==> src/design/lhp_pkg.sv <==
`timescale 1ns / 1ps
// shared types and constants of the latency histogram percentile block
// used by the controller, the datapath, the top level and the checker

package lhp_pkg;

    // field widths
    localparam int LAT_W      = 32;
    localparam int PCT_W      = 14;
    localparam int RES_W      = 10;
    localparam int CNT_W      = 32;
    localparam int S_TDATA_W  = 48;
    localparam int M_TDATA_W  = 16;

    // largest limit that the register can take effect with
    localparam int LIM_MAX    = 1022;

    // percentile arithmetic: rank met once 10000 * running count >= p * total
    localparam int PROD_W     = 46;
    localparam logic [PCT_W-1:0] PCT_FULL = 14'd10000;

    // commands from controller to datapath
    typedef struct packed {
        logic clear_step;
        logic accept;
        logic add_write;
        logic q_mul;
        logic q_load;
        logic q_walk;
        logic out_load;
    } cmd_t;

    // status from datapath to controller
    typedef struct packed {
        logic clear_last;
        logic in_query;
        logic q_early;
        logic walk_done;
        logic out_busy;
    } sts_t;

endpackage

==> src/design/lhp_ctrl.sv <==
`timescale 1ns / 1ps
// controller of the latency histogram: sequences clear, add and query steps
// depends on lhp_pkg for the command and status structs

module lhp_ctrl (
    input  logic          aclk,
    input  logic          aresetn,
    input  logic          cfg_we,
    input  logic          s_tvalid,
    output logic          s_tready,
    input  lhp_pkg::sts_t sts,
    output lhp_pkg::cmd_t cmd
);

    typedef enum logic [6:0] {
        S_CLEAR = 7'b000_0001,
        S_IDLE  = 7'b000_0010,
        S_ADD   = 7'b000_0100,
        S_QMUL  = 7'b000_1000,
        S_QLOAD = 7'b001_0000,
        S_QWALK = 7'b010_0000,
        S_DONE  = 7'b100_0000
    } state_t;

    state_t state_reg, state_next;
    logic   accept;

    // input side handshake
    assign s_tready = (state_reg == S_IDLE) && !cfg_we;
    assign accept   = s_tready && s_tvalid;

    // next state
    always_comb begin
        state_next = state_reg;
        case (state_reg)
            S_CLEAR: begin
                if (sts.clear_last) state_next = S_IDLE;
            end
            S_IDLE: begin
                if (accept) begin
                    if (!sts.in_query)    state_next = S_ADD;
                    else if (sts.q_early) state_next = S_DONE;
                    else                  state_next = S_QMUL;
                end
            end
            S_ADD:   state_next = S_IDLE;
            S_QMUL:  state_next = S_QLOAD;
            S_QLOAD: state_next = S_QWALK;
            S_QWALK: begin
                if (sts.walk_done) state_next = S_DONE;
            end
            S_DONE: begin
                if (!sts.out_busy) state_next = S_IDLE;
            end
            default: state_next = S_CLEAR;
        endcase
        // a limit write restarts the clear pass
        if (cfg_we) state_next = S_CLEAR;
    end

    always_ff @(posedge aclk) begin
        if (!aresetn) begin
            state_reg <= S_CLEAR;
        end else begin
            state_reg <= state_next;
        end
    end

    // commands
    always_comb begin
        cmd            = '0;
        cmd.clear_step = (state_reg == S_CLEAR) && !cfg_we;
        cmd.accept     = accept;
        cmd.add_write  = (state_reg == S_ADD);
        cmd.q_mul      = (state_reg == S_QMUL);
        cmd.q_load     = (state_reg == S_QLOAD);
        cmd.q_walk     = (state_reg == S_QWALK);
        cmd.out_load   = (state_reg == S_DONE) && !sts.out_busy;
    end

endmodule

==> config.mk <==
export PLATFORM = sky130hd
export DESIGN_NAME = lhp_ctrl
export DESIGN_NICKNAME = d
export VERILOG_FILES = /design/src/design/lhp_pkg.sv /design/src/design/lhp_ctrl.sv
export SDC_FILE = /design/constraint.sdc
export NUM_CORES = 1
export LEC_CHECK = 0
export BUFFER_PORTS_ARGS = -buffer_cell sky130_fd_sc_hd__clkbuf_2
export CAP_MARGIN = 20
export CORE_AREA = 2 2 39 41
export DETAILED_ROUTE_END_ITERATION = 10
export DIE_AREA = 0 0 41 43
export PLACE_DENSITY_LB_ADDON = 0.05
export REMOVE_ABC_BUFFERS = 1
export SLEW_MARGIN = 20
export SYNTH_ARGS = -nofsm -noshare
export SYNTH_HDL_FRONTEND = slang
export SYNTH_SLANG_ARGS = --single-unit
==> constraint.sdc <==
create_clock -name aclk -period 2.67 [get_ports aclk]
set_clock_uncertainty 0.2 [all_clocks]
set_input_delay 0.1335 -clock aclk [delete_from_list [all_inputs] [get_ports aclk]]
set_output_delay 0.1335 -clock aclk [all_outputs]
set_load 0.03 [all_outputs]
==> impl_results.md, run 1 <==
* Final Slew Violations at 0
* Initial core utilization at 35.0%
* Vias in the first global route at 439
* Hold Buf Count CTS at 5
* Drt first-iter violations at 14
* VDD IR max at 0.140 mV
* Combinational cell fraction of total power at 16.2%
* Post-synth top area share at 28.9%
* Remaining antenna violation count at 0
* Lkg Pwr at 0.280 nW
* Most frequent cells in the layout: clkbuf_2, dfxtp_1, nor2_1
* Cell area after synthesis at 484 um2
* 1st-pass router iterations at 4
* Clk sinks at 7
* Antenna diode count at 0
* DRC violations left at 0
* TNS Setup at 0 ps
* Synth top area cells: dfxtp_1, nor2_1, nor3_1
* Clk_lat worst skew at about 260 ps
* Slew headroom at 76.8%
* Clock Power Share at between 40% and 50%
* GRT overflow at 0
* Largest family of logic cells by synthesized area: simple AND/OR/NAND/NOR gates
* Unrepaired setup endpoints after global routing: no
* Synth-to-Final Area Change at 34.1%
* Switching power at 0.0670 mW
* Final wirelength at 1260 um
* Routed vias/inst at 5.15
* Wire per inst at 13.0 um
* Setup-failing EPs final at 0
* Worst-Margin Slew at 347 ps
* Postcts setup bufs at 0
* Adder-cell share of the synthesized area at 0%
* Gpl congestion at 0.789
* Chip Height at 43 um
* Die Wd at 41 um
* MaxCap Viol Count at 0
* Status: finished, final reports clean
* CTS Buf Count at 3
* Switching share of power at a little over a quarter
* I/O Buffers at 16
* Post-Synthesis Cells at 58
* Avg Cell Area, Syn at ~8.3 um2
* Clock root buffer master: clkbuf_4
* Synth Area in Simple Gates at a little over two fifths
* CP arrival at 2320 ps
* Max Root-Sink Buffers at 2
* IO Pins at 17
* Sequential fraction of the synthesis area at 28.9%
* Design Power at around 0.25 mW
* Max reg flops at 7
* Kind of critical path: flip-flop to flip-flop
* Synth cell types at 32
* Post_cts resized at 0
* DP Wirelength at between 900 and 1000 um
* Synth Register Bits at 7
* CTS H-tree lvls at 1
* Cell internal pwr at 0.184 mW
* Initial antenna violation count at 0
* Core area at 1380 um2
* # nets final at 91
* Dpl ws at 842 ps
* Final Hold Vio Count at 0
* Fraction of layout cells with a size suffix above 1 at between 20% and 30%
* PwrDens at 387 nW/um2
* Area leader, netlist: dfxtp_1
* Crit path capture type: flip-flop
* Fmax at between 400 and 500 MHz
* Global Route Usage Sum at 17.2%
* Global-route wire length before repair at 1960 um
* Commonest non-fill, non-tap cell in the layout: clkbuf_2
* DIE AREA at 1760 um2
* CP startpoint kind: flip-flop
* Reg power frac at 43.4%
* Post-synthesis mux area share at 0%
* Worst Path Max Fanout at 7
* Number of core rows at 14
* Complex-gate fraction of the synthesized area at 18.9%
* TritonCTS clock tree: done
* Clk slew on worst S/H paths at 60 ps
* Worst EP required at 2610 ps
* Setup ws final at 287 ps
* Largest net degree at the start of global routing at 11
* Ys Warns at 0
* Final min period at 2380 ps
* Worst min path class: input pin to flip-flop
* Synth Area in XOR/XNOR at 3.62%
* Final worst-path cycle share at 89.3%
* DR vias at 500
[synth_stat cells]
| cell | instances |
|---|---|
| nor3b_1 | 1 |
| o22ai_1 | 1 |
| nor3b_2 | 1 |
| buf_4 | 1 |
| or4_4 | 1 |
| o211a_1 | 1 |
| a2111o_1 | 1 |
| or3_1 | 2 |
| a21oi_1 | 1 |
| or2_1 | 1 |
| dfxtp_1 | 7 |
| nor2b_1 | 1 |
| xor2_1 | 1 |
| nor4b_2 | 1 |
| nor2_1 | 6 |
| a21o_1 | 1 |
| nand4b_1 | 2 |
| o21a_1 | 2 |
| nor4b_1 | 2 |
| inv_1 | 3 |
| xnor2_1 | 1 |
| nand3_1 | 1 |
| clkbuf_1 | 1 |
| or2b_1 | 1 |
| o31ai_2 | 1 |
| nand2b_1 | 3 |
| nor3_1 | 4 |
| o211ai_1 | 2 |
| a2bb2oi_1 | 1 |
| nor4_1 | 2 |
| and3b_1 | 1 |
| nand2_1 | 3 |
[worst paths after layout]
path	slack (ps)	start	end	cells past startpoint
max	290	state_reg[4]	state_reg[3]	5
min	30	cfg_we	state_reg[5]	3
max reg2reg	290	state_reg[4]	state_reg[3]	5
min reg2reg	370	state_reg[3]	state_reg[4]	2
[area by class of cell]
| class | instances | area [um2] |
|---|---|---|
| multi-input cells | 46 | 322 |
| repair buffers | 21 | 130 |
| clock buffers | 4 | 26.3 |
| fillers | 143 | 734 |
| inverters | 3 | 11.3 |
| flip-flops and latches | 7 | 140 |
| well taps | 16 | 20.0 |
[metrics by stage]
step | hold slack (ps) | instances | instance area [um2] | util (%)
floorplan | 10.8 | 56 | 473 | -
global placement | 125 | 88 | 573 | 41.4
detailed placement | 127 | 88 | 573 | 41.4
CTS | 26.5 | 97 | 649 | 46.9
global route | 58.0 | 97 | 649 | 46.9
finish | 32.7 | 97 | 649 | 46.9
[cell families after synthesis]
logic type	Yosys count
AOI/OAI and AO/OA	11
xor gates and xnor gates	2
buffers and inverters	5
DFF	7
and+or+nand+nor	33
[layer usage]
metal,global-route usage [%],part of all wire [%],vias up
li1,-,-,259
met1,23.2,48,220
met2,23.4,44,17
met3,4.71,5.2,4
met4,10.0,2.1,0
met5,0,0,-
[critical path: stages (launching register included)]
cell,delay [ps]
dfxtp_1,380
or3_1,500
o31ai_2,390
nand2b_1,190
nor4b_1,60
dlygate4sd3_1,540
[power by group through the flow]
stage / Sequential (mW) / Combinational (mW) / Clock (mW)
3_3_place_gp: 0.111 / 0.0364 / 0
6_report: 0.109 / 0.0407 / 0.101
5_1_grt: 0.109 / 0.0450 / 0.112
2_1_floorplan: 0.111 / 0.0237 / 0
4_1_cts: 0.109 / 0.0407 / 0.107
3_5_place_dp: 0.111 / 0.0360 / 0
No activity file was read; power rests on OpenSTA's default activity.
==> run 2, diff against run 1 <==
--- a/config.mk
+++ b/config.mk
@@ -5,6 +5,7 @@
 export SDC_FILE = /design/constraint.sdc
 export NUM_CORES = 1
 export LEC_CHECK = 0
+export ABC_AREA = 1
 export BUFFER_PORTS_ARGS = -buffer_cell sky130_fd_sc_hd__clkbuf_2
 export CAP_MARGIN = 20
 export CORE_AREA = 2 2 39 41
==> run 2 against run 1 <==
Against the previous run: synthesized cell count rose by 45%; sequential share of layout area fell by 1.8 points; combinational power rose by 45%; sequential cell count did not move; die area did not move; global-route usage rose by 0.54 points; first-iteration DRC count fell by 79%; total power rose by 7.7%; area after synthesis rose by 13%; largest power group unchanged; worst setup slack improved by 620 ps.
==> impl_results.md, run 2 <==
* MaxCap Viol Count at 0 (unchanged)
* Slew headroom at 85.3% (+8.4 points)
* Fraction of layout cells with a size suffix above 1 at 38.3% (+9.9 points)
* Synth cell types at 20 (-38%)
* DIE AREA at 1760 um2 (unchanged)
* # nets final at 117 (+29%)
* Final min period at 1760 ps (-623 ps)
* Wire per inst at 9.80 um (-24%)
* Chip Height at 43 um (unchanged)
* Worst-Margin Slew at 220 ps (-126 ps)
* Global-route wire length before repair at 2010 um (+2.8%)
* Initial core utilization at 39.6% (+4.6 points)
* Area leader, netlist: dfxtp_1
* Fmax at 568 MHz (+35%)
* Async SR Flop Fraction at 0% (unchanged)
* Antenna diode count at 0 (unchanged)
* Most frequent cells in the layout: inv_1, clkbuf_2, nor2_1
* DR vias at 543 (+8.6%)
* Post-Synthesis Cells at 84 (+45%)
* Commonest non-fill, non-tap cell in the layout: inv_1
* Unrepaired setup endpoints after global routing: no
* Hold Buf Count CTS at 4 (-1)
* Final wirelength at 1210 um (-4.1%)
* I/O Buffers at 16 (unchanged)
* Postcts setup bufs at 0 (unchanged)
* Number of core rows at 14 (unchanged)
* Cell area after synthesis at 548 um2 (+13%)
* Post-synth top flop: dfxtp_1
* Worst Path Max Fanout at 6 (-1)
* Status: finished, final reports clean
* CP arrival at 1430 ps (-890 ps)
* Routed vias/inst at 4.41 (-14%)
* Post-synth EDFFs at 0 (unchanged)
* Sequential fraction of the synthesis area at 25.6% (-3.4 points)
* Largest net degree at the start of global routing at 7 (-4)
* Setup-failing EPs final at 0 (unchanged)
* Post-synth top area share at 25.6% (-3.4 points)
* Final worst-path cycle share at 66.0% (-23 points)
* Worst min path class: input pin to flip-flop
* VDD IR max at 0.168 mV (+20%)
* GRT overflow at 0 (unchanged)
* Max reg flops at 7 (unchanged)
* CTS Buf Count at 3 (unchanged)
* Die Wd at 41 um (unchanged)
* PwrDens at 382 nW/um2 (-1.1%)
* DRC violations left at 0 (unchanged)
* Crit path capture type: primary output
* 1st-pass router iterations at 4 (unchanged)
* Initial antenna violation count at 0 (unchanged)
* Dpl cell area at 641 um2 (+12%)
* Post_cts resized at 0 (unchanged)
* Final Instance Area at 707 um2 (+8.9%)
* Vias in the first global route at 501 (+14%)
* Clk slew on worst S/H paths at 60 ps (about the same)
* Drt first-iter violations at 3 (-11)
* Clock root buffer master: clkbuf_4
* Max Root-Sink Buffers at 2 (unchanged)
* Synth Register Bits at 7 (unchanged)
* Lkg Pwr at 0.425 nW (+52%)
* Top cells by count, synth: inv_1, nor2_1, nand2_1, dfxtp_1, nand3_1
* Worst EP required at 2340 ps (-270 ps)
* Remaining antenna violation count at 0 (unchanged)
* CTS H-tree lvls at 1 (unchanged)
* Hold_ws at 17.3 ps (-15.4 ps)
* Synth-to-Final Area Change at 29.0%
* Final Slew Violations at 0 (unchanged)
* DP Wirelength at 983 um (+2.8%)
* Clk_lat worst skew at 270 ps (about the same)
* CP startpoint kind: flip-flop
* Clk sinks at 7 (unchanged)
* Final Hold Vio Count at 0 (unchanged)
* Core area at 1380 um2 (unchanged)
* Gpl congestion at 0.718 (-9.0%)
* IO Pins at 17 (unchanged)
* TNS Setup at 0 ps (unchanged)
* Global Route Usage Sum at 17.7% (+0.54 points)
* Ys Warns at 0 (unchanged)
* Leading cell type by number of instances after synthesis: inv_1
* Synth top area cells: dfxtp_1, inv_1, nor2_1
* TritonCTS clock tree: done
* Kind of critical path: flip-flop to primary output
* Avg Cell Area, Syn at 6.52 um2 (-22%)
[run 2: cell count changes after synthesis, sizes merged, moves of 3 or more]
cell	before	now
inv	3	22
nand3	1	8
nor4b	3	0
nor2	6	20
nand2b	3	0
nand2	3	17
[run 2: layout make-up]
cell class,instances,area [um2]
Clock buffer,4,26.3
Tap cell,16,20.0
Sequential cell,7,140
Fill cell,147,677
Inverter,22,82.6
Timing Repair Buffer,20,120
Multi-Input combinational cell,54,318
[run 2: cell families (layout without fill, tap and decap cells)]
group	count (synthesis)	count (layout)	synth area share (%)
compound gates	4	4	6.16
buf+inv	23	46	16.4
simple gates	50	50	51.8
flops	7	7	25.6
[run 2: final timing paths]
path                      from           end  slack (ps)  cells after the start
setup / recovery  state_reg[6]        cmd[3]         910                      6
hold / removal          sts[4]  state_reg[0]          20                      4
setup reg to reg  state_reg[6]  state_reg[0]        1190                      8
hold reg to reg   state_reg[3]  state_reg[4]         320                      2
[run 2: metrics by stage]
step                cells  power (mW)  util, %  setup WS, ps
floorplan              83       0.151        -           990
global placement      115       0.167     46.3          1200
detailed placement    115       0.166     46.3          1190
CTS                   123       0.272     51.1           900
global route          123       0.286     51.1           774
finish                123       0.270     51.1           909
[run 2: where the power goes]
group / internal (mW) / switching (mW) / total (mW)
clock network: 0.0574 / 0.0446 / 0.102
logic: 0.0229 / 0.0360 / 0.0589
registers: 0.107 / 0.00196 / 0.109
[run 2: critical path, stage by stage, from the launching register on]
cell      delay [ps]
dfxtp_1          330
inv_2             80
nand2_2           60
nor2_4           190
nand4_1          170
inv_1            110
clkbuf_2         200
[run 2: routing by layer]
metal  vias up  global-route usage [%]  share of wire, %
met4         0                    12.0               3.3
met1       223                    20.7                45
met2        15                    26.6                47
met3         5                    4.71               5.1
met5         -                       0                 0
li1        300                       -                 -
==> run 3, diff against run 2 <==
--- a/config.mk
+++ b/config.mk
@@ -5,7 +5,7 @@
 export SDC_FILE = /design/constraint.sdc
 export NUM_CORES = 1
 export LEC_CHECK = 0
-export ABC_AREA = 1
+export ABC_AREA = 0
 export BUFFER_PORTS_ARGS = -buffer_cell sky130_fd_sc_hd__clkbuf_2
 export CAP_MARGIN = 20
 export CORE_AREA = 2 2 39 41
==> constraint.sdc (replaced) <==
create_clock -name aclk -period 1.6 [get_ports aclk]
set_clock_uncertainty 0.2 [all_clocks]
set_input_delay 0.08 -clock aclk [delete_from_list [all_inputs] [get_ports aclk]]
set_output_delay 0.08 -clock aclk [all_outputs]
set_load 0.03 [all_outputs]
==> run 3 against run 2 <==
Against the previous run: the run now ends with negative setup slack left; critical path depth shrank 2; via count grew 17%; total power grew 73%; global-route usage grew 4.1 points; worst hold slack gained 55 ps; register-to-register slack lost 1500 ps; first-iteration DRC count grew 33%; sequential share of layout area shrank 5.7 points.
==> impl_results.md, run 3 (synthesis gave the netlist of run 1 again) <==
* Setup-failing EPs final at 15 (+15)
* TritonCTS clock tree: done
* Number of core rows at 14 (unchanged)
* Crit path max-delay family: simple AND/OR/NAND/NOR gates
* Placed cell count at 103 (-10%)
* Final Slew Violations at 0 (unchanged)
* Drt first-iter violations at 4 (+1)
* Chip Height at 43 um (unchanged)
* I/O Buffers at 16 (unchanged)
* Largest net degree at the start of global routing at 9 (+2)
* Synth-to-Final Area Change at 124%
* Kind of critical path: flip-flop to primary output
* Vias in the first global route at 617 (+23%)
* Wire per inst at 14.5 um (+48%)
* CP startpoint kind: flip-flop
* Finished Layout Cells at 122 (-0.81%)
* CTS H-tree lvls at 1 (unchanged)
* Critical path depth at 4 (-2)
* Dpl ws at -130 ps (-1320 ps)
* Filler cells at 93 (-37%)
* Critical-path cell list: or2_1 > or4_4 > nor3b_4 > clkbuf_8
* # nets final at 116 (-0.85%)
* CP arrival at 1660 ps (+230 ps)
* Worst Hold Path Cells at 4 (unchanged)
* Worst min path class: input pin to flip-flop
* DRC violations left at 0 (unchanged)
* Unrepaired setup endpoints after global routing: yes
* Worst Path Buf+Inv at 1 (-2)
* Clk_lat worst skew at 260 ps (about the same)
* MaxCap Viol Count at 0 (unchanged)
* PwrDens at 431 nW/um2 (+13%)
* Fmax at 515 MHz
* Fraction of layout cells with a size suffix above 1 at 68.9% (+31 points)
* Clk sinks at 7 (unchanged)
* IO Pins at 17 (unchanged)
* CTS Buf Count at 3 (unchanged)
* DR vias at 635 (+17%)
* Gpl congestion at 0.778 (+8.4%)
* Reg area at 154 um2 (+9.8%)
* Crit path capture type: primary output
* Clk slew on worst S/H paths at 50 ps (about the same)
* Slew headroom at 71.4% (-14 points)
* 1st-pass router iterations at 3 (-1)
* Remaining antenna violation count at 0 (unchanged)
* Max reg flops at 7 (unchanged)
* Core area at 1380 um2 (unchanged)
* Worst EP required at 1320 ps (-1020 ps)
* Final Hold Vio Count at 0 (unchanged)
* Global Route Usage Sum at 21.9% (+4.1 points)
* Max Root-Sink Buffers at 2 (unchanged)
* Worst-Margin Slew at 427 ps (+207 ps)
* Global-route wire length before repair at 2600 um (+29%)
* Antenna diode count at 0 (unchanged)
* Final min period at a little under 2000 ps
* DP Wirelength at 1060 um (+8.3%)
* R2R depth at 6 (-2)
* Slowest cell delay on critical path at 460 ps (+130 ps)
* Final Util at 78.5% (+27 points)
* Routed vias/inst at 5.20 (+18%)
* Area of the multi-input gates at 470 um2 (+48%)
* Die Wd at 41 um (unchanged)
* TNS Setup at -2890 ps (-2890 ps)
* Initial core utilization at 35.0% (-4.6 points)
* Failing checks: negative setup slack
* VDD IR max at 0.508 mV (+200%)
* GRT overflow at 0 (unchanged)
* Clock root buffer master: clkbuf_4
* Lkg Pwr at 0.463 nW (+9.1%)
* Most frequent cells in the layout: buf_4, buf_6, clkbuf_2
* Status: finished with violations
* Final worst-path cycle share at 121%
* Setup ws final at -341 ps (-1250 ps)
* Worst Path Max Fanout at 3 (-3)
* Slowest-stage cell, CP: or4_4
* Final wirelength at 1770 um (+47%)
* Initial antenna violation count at 0 (unchanged)
* Commonest non-fill, non-tap cell in the layout: buf_4
* DIE AREA at 1760 um2 (unchanged)
==> run 3: cell count changes in the layout (fill, tap and decap cells not counted), sizes merged, moves of 6 or more <==
| cell | delta |
|---|---|
| buf | +32 |
| inv | -19 |
| nand2 | -14 |
| nor2 | -14 |
| nand3 | -7 |
| clkbuf | -6 |
==> run 3: routing by layer <==
metal | wire length, um | vias to the layer above | track usage [%] | share of wire (%)
li1 | - | 314 | - | -
met2 | 942 | 13 | 34.4 | 53
met5 | 0 | - | 0 | 0
met3 | 57 | 2 | 6.28 | 3.2
met4 | 17 | 0 | 8.00 | 0.96
met1 | 753 | 306 | 26.9 | 43
==> run 3: final timing paths <==
kind	startpoint	endpoint	slack, ps
setup / recovery	state_reg[0]	cmd[2]	-340
hold / removal	s_tvalid	state_reg[1]	70
setup reg to reg	state_reg[0]	state_reg[0]	-340
hold reg to reg	state_reg[4]	state_reg[4]	480
==> run 3: tightest hold or removal path, delay by kind of cell <==
| kind | cells | cell delay [ps] |
|---|---|---|
| AND/OR/NAND/NOR | 2 | 280 |
| AO/OA/AOI/OAI | 1 | 50 |
| buffers and inverters | 1 | 70 |
==> run 3: power breakdown <==
group	internal (mW)	total [mW]	switching [mW]
logic	0.0698	0.127	0.0577
registers	0.176	0.179	0.00317
clock network	0.0952	0.162	0.0663
total	0.341	0.468	0.127
==> run 3: layout make-up <==
cell class / instances / area share, %
clock buffers: 4 / 2.42
inverters: 3 / 1.04
multi-input cells: 46 / 43.3
flip-flops and latches: 7 / 14.2
well taps: 16 / 1.84
repair buffers: 46 / 37.2
==> run 3: through the flow <==
step	power (mW)	hold slack, ps	area, um2
after global routing	0.490	103	1090
final	0.468	72.2	1090
after CTS	0.451	0.590	940
after global placement	0.255	72.1	686
after detailed placement	0.255	71.0	686
after floorplan	0.224	-42.7	473
==> run 3: what timing repair did <==
action                     in CTS  in global routing
hold buffers                    4                  0
resized for setup              33                 33
cloned                          0                  0
setup endpoints to repair      14                 15
pin swaps                       9                 16
setup buffers                   7                  6
hold endpoints to repair        4                  0
